[config.mk]
export PLATFORM = sky130hd
export DESIGN_NAME = rainbow_led_frame_generator_flat
export DESIGN_NICKNAME = d
export VERILOG_FILES = /design/src/rlfg_pkg.sv /design/src/rlfg_req_if.sv /design/src/rlfg_rsp_if.sv /design/src/rainbow_led_frame_generator.sv /design/src/flat_wrapper.sv
export SDC_FILE = /design/constraint.sdc
export NUM_CORES = 1
export LEC_CHECK = 0
export BUFFER_PORTS_ARGS = -buffer_cell sky130_fd_sc_hd__buf_2
export CAP_MARGIN = 20
export CORE_ASPECT_RATIO = 1.1
export CORE_UTILIZATION = 55
export CTS_CLUSTER_SIZE = 8
export DETAILED_ROUTE_END_ITERATION = 10
export GPL_TIMING_DRIVEN = 0
export PLACE_DENSITY = 0.79
export SLEW_MARGIN = 20
export SYNTH_ARGS = -nofsm -noshare
export SYNTH_HDL_FRONTEND = slang
export SYNTH_SLANG_ARGS = --single-unit
[constraint.sdc]
create_clock -name clock -period 7.9 [get_ports clock]
set_input_delay 1.58 -clock clock [delete_from_list [all_inputs] [get_ports clock]]
set_output_delay 1.58 -clock clock [all_outputs]
set_load 0.02 [all_outputs]
[src/rlfg_pkg.sv]
package rlfg_pkg;

   localparam int PHASE_W        = 27;
   localparam int LED_COUNT_W    = 7;
   localparam int PIX_W          = 6;
   localparam int COLOR_W        = 8;
   localparam int LED_LIMIT_DFLT = 64;

   localparam int WHEEL_STEPS    = 1536;
   localparam int FRAME_DIVISOR  = 360;
   localparam logic [PHASE_W-1:0] WHEEL_RANGE = PHASE_W'(WHEEL_STEPS * 65536);
   localparam logic [PHASE_W-1:0] BASE_STEP   =
      PHASE_W'((WHEEL_STEPS * 65536) / FRAME_DIVISOR);

   localparam logic [COLOR_W-1:0] FULL = 8'hFF;

   typedef logic [PHASE_W-1:0] phase_type;

   typedef struct packed {
      logic [COLOR_W-1:0] red;
      logic [COLOR_W-1:0] green;
      logic [COLOR_W-1:0] blue;
   } rgb_type;

   // advance on the wheel, wrap at the range (step never exceeds it)
   function automatic phase_type phase_add(phase_type a, phase_type b);
      logic [PHASE_W:0] sum;
      sum = {1'b0, a} + {1'b0, b};
      if (sum >= {1'b0, WHEEL_RANGE}) begin
         sum = sum - {1'b0, WHEEL_RANGE};
      end
      return sum[PHASE_W-1:0];
   endfunction

   function automatic rgb_type wheel_color(phase_type phase);
      logic [2:0]         seg;
      logic [COLOR_W-1:0] off;
      rgb_type            c;
      seg = phase[PHASE_W-1:PHASE_W-3];
      off = phase[PHASE_W-4:PHASE_W-11];
      unique case (seg)
         3'd0: begin
            c = '{red: FULL, green: off, blue: '0};
         end
         3'd1: begin
            c = '{red: FULL - off, green: FULL, blue: '0};
         end
         3'd2: begin
            c = '{red: '0, green: FULL, blue: off};
         end
         3'd3: begin
            c = '{red: '0, green: FULL - off, blue: FULL};
         end
         3'd4: begin
            c = '{red: off, green: '0, blue: FULL};
         end
         default: begin
            c = '{red: FULL, green: '0, blue: FULL - off};
         end
      endcase
      return c;
   endfunction

endpackage

[src/rlfg_req_if.sv]
interface rlfg_req_if;
   logic valid;
   logic ready;
   logic restart;

   modport source (output valid, output restart, input ready);
   modport sink   (input valid, input restart, output ready);
endinterface

[src/rlfg_rsp_if.sv]
interface rlfg_rsp_if;
   logic                           valid;
   logic                           ready;
   logic [rlfg_pkg::PIX_W-1:0]     pixel_index;
   logic [rlfg_pkg::COLOR_W-1:0]   red;
   logic [rlfg_pkg::COLOR_W-1:0]   green;
   logic [rlfg_pkg::COLOR_W-1:0]   blue;
   logic                           last_pixel;

   modport source (output valid, output pixel_index, output red, output green,
                   output blue, output last_pixel, input ready);
   modport sink   (input valid, input pixel_index, input red, input green,
                   input blue, input last_pixel, output ready);
endinterface

[src/rainbow_led_frame_generator.sv]
// channel   dir  handshake     payload
// req_chan  in   valid/ready   restart
// rsp_chan  out  valid/ready   pixel_index, red, green, blue, last_pixel
// csr       in   csr_wr_en     csr_wr_data (led_count)
//
// A frame tick is accepted in idle, runs the bit-serial divider (wheel
// range / LED count), then emits one pixel per cycle while rsp is not stalled.
// Output register decouples emission; rsp stalls hold the pixel sequencer.
// Synchronous active-high reset: led_count = 1, base phase = 0, idle.
module rainbow_led_frame_generator #(
   parameter int LED_LIMIT = rlfg_pkg::LED_LIMIT_DFLT
) (
   input  logic                              clock,
   input  logic                              reset,
   rlfg_req_if.sink                          req_chan,
   rlfg_rsp_if.source                        rsp_chan,
   input  logic                              csr_wr_en,
   input  logic [rlfg_pkg::LED_COUNT_W-1:0]  csr_wr_data
);

   localparam int CNT_W     = $clog2(LED_LIMIT + 1);
   localparam int DIV_CNT_W = $clog2(rlfg_pkg::PHASE_W);

   localparam logic [1:0] ST_IDLE = 2'd0;
   localparam logic [1:0] ST_DIV  = 2'd1;
   localparam logic [1:0] ST_EMIT = 2'd2;

   logic [1:0]                            state_ff, state_in;
   logic [rlfg_pkg::LED_COUNT_W-1:0]      led_count_ff, led_count_in;
   rlfg_pkg::phase_type                   base_ff, base_in;
   rlfg_pkg::phase_type                   phase_ff, phase_in;
   rlfg_pkg::phase_type                   quo_ff, quo_in;
   logic [CNT_W-1:0]                      rem_ff, rem_in;
   logic [CNT_W-1:0]                      n_ff, n_in;
   logic [CNT_W-1:0]                      idx_ff, idx_in;
   logic [DIV_CNT_W-1:0]                  bit_ff, bit_in;

   logic                                  rsp_valid_ff, rsp_valid_in;
   logic [rlfg_pkg::PIX_W-1:0]            pix_ff, pix_in;
   rlfg_pkg::rgb_type                     rgb_ff, rgb_in;
   logic                                  last_ff, last_in;

   logic                                  req_fire;
   logic                                  load;
   logic                                  is_last;
   logic [CNT_W:0]                        trial;
   logic                                  qbit;
   logic [CNT_W-1:0]                      n_sat;
   rlfg_pkg::phase_type                   start;

   assign req_chan.ready   = (state_ff == ST_IDLE);
   assign req_fire         = req_chan.valid && req_chan.ready;
   assign load             = (state_ff == ST_EMIT) && (!rsp_valid_ff || rsp_chan.ready);
   assign is_last          = ((idx_ff + CNT_W'(1)) == n_ff);
   assign trial            = {rem_ff, rlfg_pkg::WHEEL_RANGE[bit_ff]};
   assign qbit             = (trial >= {1'b0, n_ff});
   assign start            = req_chan.restart ? '0 : base_ff;

   assign rsp_chan.valid       = rsp_valid_ff;
   assign rsp_chan.pixel_index = pix_ff;
   assign rsp_chan.red         = rgb_ff.red;
   assign rsp_chan.green       = rgb_ff.green;
   assign rsp_chan.blue        = rgb_ff.blue;
   assign rsp_chan.last_pixel  = last_ff;

   always_comb begin
      priority if (led_count_ff == '0) begin
         n_sat = CNT_W'(1);
      end else if (32'(led_count_ff) > 32'(LED_LIMIT)) begin
         n_sat = CNT_W'(LED_LIMIT);
      end else begin
         n_sat = CNT_W'(led_count_ff);
      end
   end

   always_comb begin
      state_in     = state_ff;
      led_count_in = csr_wr_en ? csr_wr_data : led_count_ff;
      base_in      = base_ff;
      phase_in     = phase_ff;
      quo_in       = quo_ff;
      rem_in       = rem_ff;
      n_in         = n_ff;
      idx_in       = idx_ff;
      bit_in       = bit_ff;
      rsp_valid_in = rsp_valid_ff;
      pix_in       = pix_ff;
      rgb_in       = rgb_ff;
      last_in      = last_ff;

      if (rsp_valid_ff && rsp_chan.ready) begin
         rsp_valid_in = 1'b0;
      end

      unique case (state_ff)
         ST_IDLE: begin
            if (req_fire) begin
               n_in     = n_sat;
               phase_in = start;
               base_in  = rlfg_pkg::phase_add(start, rlfg_pkg::BASE_STEP);
               rem_in   = '0;
               bit_in   = DIV_CNT_W'(rlfg_pkg::PHASE_W - 1);
               idx_in   = '0;
               state_in = ST_DIV;
            end
         end
         ST_DIV: begin
            // restoring divide, one quotient bit per cycle
            rem_in = qbit ? CNT_W'(trial - {1'b0, n_ff}) : trial[CNT_W-1:0];
            quo_in = {quo_ff[rlfg_pkg::PHASE_W-2:0], qbit};
            bit_in = bit_ff - DIV_CNT_W'(1);
            if (bit_ff == '0) begin
               state_in = ST_EMIT;
            end
         end
         ST_EMIT: begin
            if (load) begin
               rsp_valid_in = 1'b1;
               pix_in       = rlfg_pkg::PIX_W'(idx_ff);
               rgb_in       = rlfg_pkg::wheel_color(phase_ff);
               last_in      = is_last;
               phase_in     = rlfg_pkg::phase_add(phase_ff, quo_ff);
               idx_in       = idx_ff + CNT_W'(1);
               if (is_last) begin
                  state_in = ST_IDLE;
               end
            end
         end
         default: begin
            state_in = ST_IDLE;
         end
      endcase
   end

   always_ff @(posedge clock) begin
      if (reset) begin
         state_ff     <= ST_IDLE;
         led_count_ff <= rlfg_pkg::LED_COUNT_W'(1);
         base_ff      <= '0;
         rsp_valid_ff <= 1'b0;
      end else begin
         state_ff     <= state_in;
         led_count_ff <= led_count_in;
         base_ff      <= base_in;
         rsp_valid_ff <= rsp_valid_in;
      end
   end

   always_ff @(posedge clock) begin
      phase_ff <= phase_in;
      quo_ff   <= quo_in;
      rem_ff   <= rem_in;
      n_ff     <= n_in;
      idx_ff   <= idx_in;
      bit_ff   <= bit_in;
      pix_ff   <= pix_in;
      rgb_ff   <= rgb_in;
      last_ff  <= last_in;
   end

endmodule
[src/flat_wrapper.sv]
// flat-port wrapper written by rule: the top's interface ports become plain ports
module rainbow_led_frame_generator_flat 
#(
   parameter int LED_LIMIT = rlfg_pkg::LED_LIMIT_DFLT
)
  (clock, reset, csr_wr_en, csr_wr_data, req_chan_valid, req_chan_restart, req_chan_ready, rsp_chan_valid, rsp_chan_pixel_index, rsp_chan_red, rsp_chan_green, rsp_chan_blue, rsp_chan_last_pixel, rsp_chan_ready);
  rlfg_req_if req_chan_i ();
  rlfg_rsp_if rsp_chan_i ();
  input  logic clock;
  input  logic reset;
  input  logic csr_wr_en;
  input  logic [rlfg_pkg::LED_COUNT_W-1:0] csr_wr_data;
  input wire logic [$bits(req_chan_i.valid)-1:0] req_chan_valid;
  input wire logic [$bits(req_chan_i.restart)-1:0] req_chan_restart;
  output wire logic [$bits(req_chan_i.ready)-1:0] req_chan_ready;
  output wire logic [$bits(rsp_chan_i.valid)-1:0] rsp_chan_valid;
  output wire logic [$bits(rsp_chan_i.pixel_index)-1:0] rsp_chan_pixel_index;
  output wire logic [$bits(rsp_chan_i.red)-1:0] rsp_chan_red;
  output wire logic [$bits(rsp_chan_i.green)-1:0] rsp_chan_green;
  output wire logic [$bits(rsp_chan_i.blue)-1:0] rsp_chan_blue;
  output wire logic [$bits(rsp_chan_i.last_pixel)-1:0] rsp_chan_last_pixel;
  input wire logic [$bits(rsp_chan_i.ready)-1:0] rsp_chan_ready;
  assign req_chan_i.valid = req_chan_valid;
  assign req_chan_i.restart = req_chan_restart;
  assign req_chan_ready = req_chan_i.ready;
  assign rsp_chan_valid = rsp_chan_i.valid;
  assign rsp_chan_pixel_index = rsp_chan_i.pixel_index;
  assign rsp_chan_red = rsp_chan_i.red;
  assign rsp_chan_green = rsp_chan_i.green;
  assign rsp_chan_blue = rsp_chan_i.blue;
  assign rsp_chan_last_pixel = rsp_chan_i.last_pixel;
  assign rsp_chan_i.ready = rsp_chan_ready;
  rainbow_led_frame_generator #(.LED_LIMIT(LED_LIMIT)) u_core (.clock(clock), .reset(reset), .req_chan(req_chan_i), .rsp_chan(rsp_chan_i), .csr_wr_en(csr_wr_en), .csr_wr_data(csr_wr_data));
endmodule
# == Yosys cells after proc, flatten, opt, wreduce, memory -nomap -nowiden ==
# Memories as Yosys holds them, arrays and structs flattened. A register that Yosys moved wholly into a read port is not among the register bits.
# Cells that the tools add are included.
# op_classes
n_reduce_logical,17
order_cmp,5
n_eq_ne,11
muxes,25
n_addsub,8
# op_table
operator,count
$mux 27,5
$pmux 24 s5,1
$ge 28x27->1 const B,2
$pmux 27 s2,1
$sub 27x27->27 const B,2
$add 27x19->28 const B,1
$add 27x27->28,1
$mux 7,4
$pmux 7 s2,2
$mux 5,2
$pmux 5 s2,1
$ge 8x7->1,1
$mux 2,4
$sub 8x8->8 const A,1
$add 7x1->7 const B,1
$eq 7x7->1,1
$gt 7x7->1 const B,1
$logic_not 7->1,1
$sub 7x7->7,1
$eq 3x2->1 const B,2
$lt 5x6->1 const B,1
$ne 2x1->1 const B,3
$pmux 2 s3,1
$reduce_and 2->1,3
other kinds (17),23
# totals
n_memories,1
rom_bits,32
out_inout_bits,33
elab_cells,83
register_bits,148
# mem_list
name,depth,word_bits,read_ports,rd_clocked_by_memory_dff,write_ports,line_no,text
(no name shown),32,1,1,1,0,rainbow_led_frame_generator.sv:55,"assign trial = {rem_ff, rlfg_pkg::WHEEL_RANGE[bit_ff]};"

# == Depth between registers and ports, before layout ==
# depth
depth_word,5
mapped_depth,12
ltp_nobuf,11

# == Least setup slack after synthesis ==
# No wires, ideal clock.
# synth_path
path_kind,input -> register
start,in req_chan_restart
end,reg u_core.base_ff[25]
t_required_ns,7.830
n_path_buf,2
setup_time_ns,0.070
setup_slack_ns,4.097
arrival_ns,3.732
path_stages,12
path_cell_list,clkbuf_1 buf_1 nor2b_1 ha_1 a31oi_1 nor2_1 o21ai_0 a21oi_1 nand4_1 xnor2_1 a211o_1 a21oi_1
# synth_via
elab_chain_cells,4
word_cells_on_any_way,5
# synth_rtl
element,line_no,text
start: declaration,flat_wrapper.sv:14,input wire logic [$bits(req_chan_i.restart)-1:0] req_chan_restart;
$mux 27 (*),rainbow_led_frame_generator.sv:57,assign start = req_chan.restart ? '0 : base_ff;
$add 27x19->28 (*),rlfg_pkg.sv:28,"sum = {1'b0, a} + {1'b0, b};"
$sub 27x27->27 or $ge 28x27->1 (tied branches),"rlfg_pkg.sv:30, rlfg_pkg.sv:29",
$mux 27 (*),rlfg_pkg.sv:29,"if (sum >= {1'b0, WHEEL_RANGE}) begin"
end signal: assignment,rainbow_led_frame_generator.sv:144,base_ff <= base_in;
end: declaration,rainbow_led_frame_generator.sv:30,"rlfg_pkg::phase_type base_ff, base_in;"
# Mark *: on every way between the ends. The rest lies on a longest branch, timed or not.
# A chain may end at the register's enable or synchronous reset.

# == Worst setup path in the final report ==
# Same ends and word-level chain as after synthesis.

==> metrics.md <==
| Metric | Value |
|---|---|
| Clk sinks | 149 |
| R2R setup slack | 4640 ps |
| Largest net degree at the start of global routing | 35 |
| Die height | 131 um |
| Worst Tran Pin Value | 915 ps |
| Critical Path End Type | flop |
| Switching Fraction | 26.9% |
| Status | complete, no violations |
| CTS tree | built |
| Wire per inst | 16.6 um |
| Flop pwr share | 45.4% |
| Cells after Synth | 834 |
| Fmax | 0.234 GHz |
| Top cells by area, synth | edfxtp_1 40%, dfxtp_1 9.2%, ha_1 5.7%, o21ai_0 4.5%, nor2_1 4.0% |
| Area Overhead vs Synth | 12.3% |
| Via-to-Cell Ratio | 5.94 |
| CORE AREA | 14600 um^2 |
| Routability Congestion | 0.888 |
| Clock tree root driver cell | clkbuf_16 |
| CP Class | input pin to flop |
| First-pass GRT wire length | 29500 um |
| Ys flop type | edfxtp_1 |
| DRT Pass-1 Iters | 5 |
| Number of enable flip-flop cells after synthesis | 111 |
| Asr flop ratio synth | 0% |
| Final ANT Viol Nets | 0 |
| Number of setup buffers added after CTS | 0 |
| Vias in the first global route | 6022 |
| Crit path launch type | input pin |
| Final Max Tran Viols | 0 |
| CTS max path bufs | 2 |
| Req. time, crit path | 8270 ps |
| RSZ-0062 raised after global routing | no |
| Crit path time final | 4270 ps |
| Syn. warnings | 0 |
| Hold_buf cts | 0 |
| Setup TNS | 0 ps |
| Cell variety after synth | 69 |
| Post-DP HPWL | 12800 um |
| Initial Util | 57.0% |
| Power per cell area | 217 nW/um^2 |
| Vias | 6544 |
| Syn_nets | 887 |
| Relative slew slack | 39.0% |
| Filler Cell Count | 1181 |
| DRC | 0 |
| Row cnt | 46 |
| Yosys top cell by area | edfxtp_1 |
| Global route total overflow | 0 |
| Endpoints failing setup | 0 |
| Fin. Hold Viols | 0 |
| Part of the Yosys area used for sequential elements | 49.4% |
| CP max FO | 10 |
| Number of port buffers | 43 |
| Final Net Count | 949 |
| Die Wd | 119 um |
| Post_cts resized | 0 |
| Num CTS Buffers | 17 |
| Share of the synthesized area in the top cell type | 40.2% |
| Io pins | 46 |
| Die area | 15600 um^2 |
| Post-Syn Area | 8290 um^2 |
| First DRT Iteration DRCs | 549 |
| Clk slew on worst S/H paths | 60 ps |
| Synth Register Bits | 149 |
| Clk_lat worst skew | 430 ps |
| Commonest non-fill, non-tap cells in the layout | 111 x edfxtp_1, 88 x nor2_1, 75 x o21ai_0 |
| Total Wirelength | 18300 um |
| Share of layout cells above drive strength 1 | 9.79% |
| Pre-CTS WS | 3290 ps |
| Number of max-cap violations | 0 |
| ANT cells | 0 |
| Setup WS post-layout | 3630 ps |
| Tightest Hold Check Type | flop to flop |
| Most common cell after layout, fill and taps aside | edfxtp_1 |
| Final Cycle Share | 54.0% |
| Clock Skew | 7.85 ps |
| Switching pwr | 0.544 mW |
| Peak VDD IR | 0.149 mV |
| All-Layer GR Usage | 24.5% |
| Max H-tree Level | 4 |
| Initial antenna violation count | 1 |
| Worst endpoint data arrival time | 4630 ps |
| Int Power | 1.48 mW |
| Logic pwr share | 15.7% |
| Lkg Pwr | 3.53 nW |
| Avg Synthesized Cell Area | 9.94 um^2 |
| Clock network power share | 38.9% |
-- per-layer routing --
| metal | GRT usage (%) | vias up | routed length (um) |
|---|---|---|---|
| met1 | 30.5 | 3074 | 7810 |
| met2 | 41.2 | 230 | 8910 |
| met3 | 5.12 | 39 | 1180 |
| li1 | - | 3201 | - |
| met5 | 0 | - | 0 |
| met4 | 11.2 | 0 | 408 |
-- final timing paths --
kind | from | endpoint | cells after the start
min reg2reg | u_core.quo_ff[9] | u_core.quo_ff[10] | 0
min | u_core.quo_ff[9] | u_core.quo_ff[10] | 0
max | req_chan_restart | u_core.base_ff[25] | 13
max reg2reg | u_core.quo_ff[0] | u_core.phase_ff[20] | 11
-- flip-flops by register name, indices dropped and copies added, names as in the netlist --
name                         flops
u_core.base_ff                  27
u_core.bit_ff                    5
u_core.idx_ff                    7
u_core.led_count_ff              7
u_core.n_ff                      7
u_core.phase_ff                 27
u_core.quo_ff                   27
u_core.rem_ff                    7
u_core.rsp_chan.blue             8
u_core.rsp_chan.green            8
u_core.rsp_chan.last_pixel       1
u_core.rsp_chan.pixel_index      6
u_core.rsp_chan.red              8
u_core.rsp_chan.valid            1
u_core.state_ff                  2
u_core.trial                     1
-- power groups by stage --
stage / clock, mW / sequential (mW) / combinational [mW]
final: 0.786 / 0.919 / 0.317
after global routing: 0.821 / 0.923 / 0.353
after CTS: 0.790 / 0.918 / 0.315
after detailed placement: 0 / 0.934 / 0.311
after global placement: 0 / 0.933 / 0.304
after floorplan: 0 / 0.923 / 0.247
-- synth_stat cells, types with 4 or more instances --
cell type,n
o211ai_1,6
ha_1,38
clkbuf_1,42
nor2_1,88
o22a_1,9
a31oi_1,13
mux2i_1,13
or3_1,5
nand3_1,20
a21oi_1,57
inv_1,27
edfxtp_1,111
dfxtp_1,38
and2_1,7
a22oi_1,9
xnor2_1,21
a21o_1,15
o21ai_0,75
a211oi_1,18
nor3_1,5
xor2_1,17
o21a_1,6
nand2b_1,7
nand4_1,8
and3_1,9
nor2b_1,16
a311oi_1,6
o21bai_1,4
nand3b_1,24
nand2_1,60
-- final cells by class --
class / instances / area [um^2] / share of cell area [%]
Buffer: 50 / 203 / 2.18
Clock buffer: 20 / 437 / 4.69
Inverter: 27 / 101 / 1.09
Sequential cell: 149 / 4090 / 43.9
Tap cell: 192 / 240 / 2.58
Clock inverter: 12 / 129 / 1.38
Timing Repair Buffer: 43 / 215 / 2.31
Multi-Input combinational cell: 608 / 3900 / 41.8
-- critical path: stages --
cell      delay, ps
buf_2           110
clkbuf_1        360
buf_1           440
nor2b_1         210
ha_1            290
a31oi_1         290
nor2_1          130
o21ai_0         330
a21oi_1         250
nand4_1         170
xnor2_1         100
a211o_1         230
a21oi_1         120
-- logic make-up (layout without fill, tap and decap cells) --
| family | after synthesis | in the layout | share of synthesized area, % |
|---|---|---|---|
| AND/OR/NAND/NOR | 268 | 268 | 16.1 |
| AO/OA/AOI/OAI | 246 | 246 | 18.6 |
| flip-flops | 149 | 149 | 49.4 |
| buffers and inverters | 77 | 152 | 3.67 |
| adder cells (fa/ha/maj) | 40 | 40 | 6.22 |
| XOR/XNOR | 38 | 38 | 4.01 |
| multiplexers | 16 | 16 | 1.98 |
-- through the flow --
| step | area (um^2) | total power [mW] | std cells | hold slack [ps] | utilization, % |
|---|---|---|---|---|---|
| floorplan | 8290 | 1.17 | 834 | 430 | - |
| global placement | 8750 | 1.24 | 1069 | 436 | 60.1 |
| detailed placement | 8750 | 1.25 | 1069 | 443 | 60.1 |
| CTS | 9320 | 2.02 | 1101 | 453 | 64.0 |
| global route | 9320 | 2.10 | 1101 | 459 | 64.0 |
| finish | 9320 | 2.02 | 1101 | 453 | 64.0 |
No activity file was read; power rests on OpenSTA's default activity.
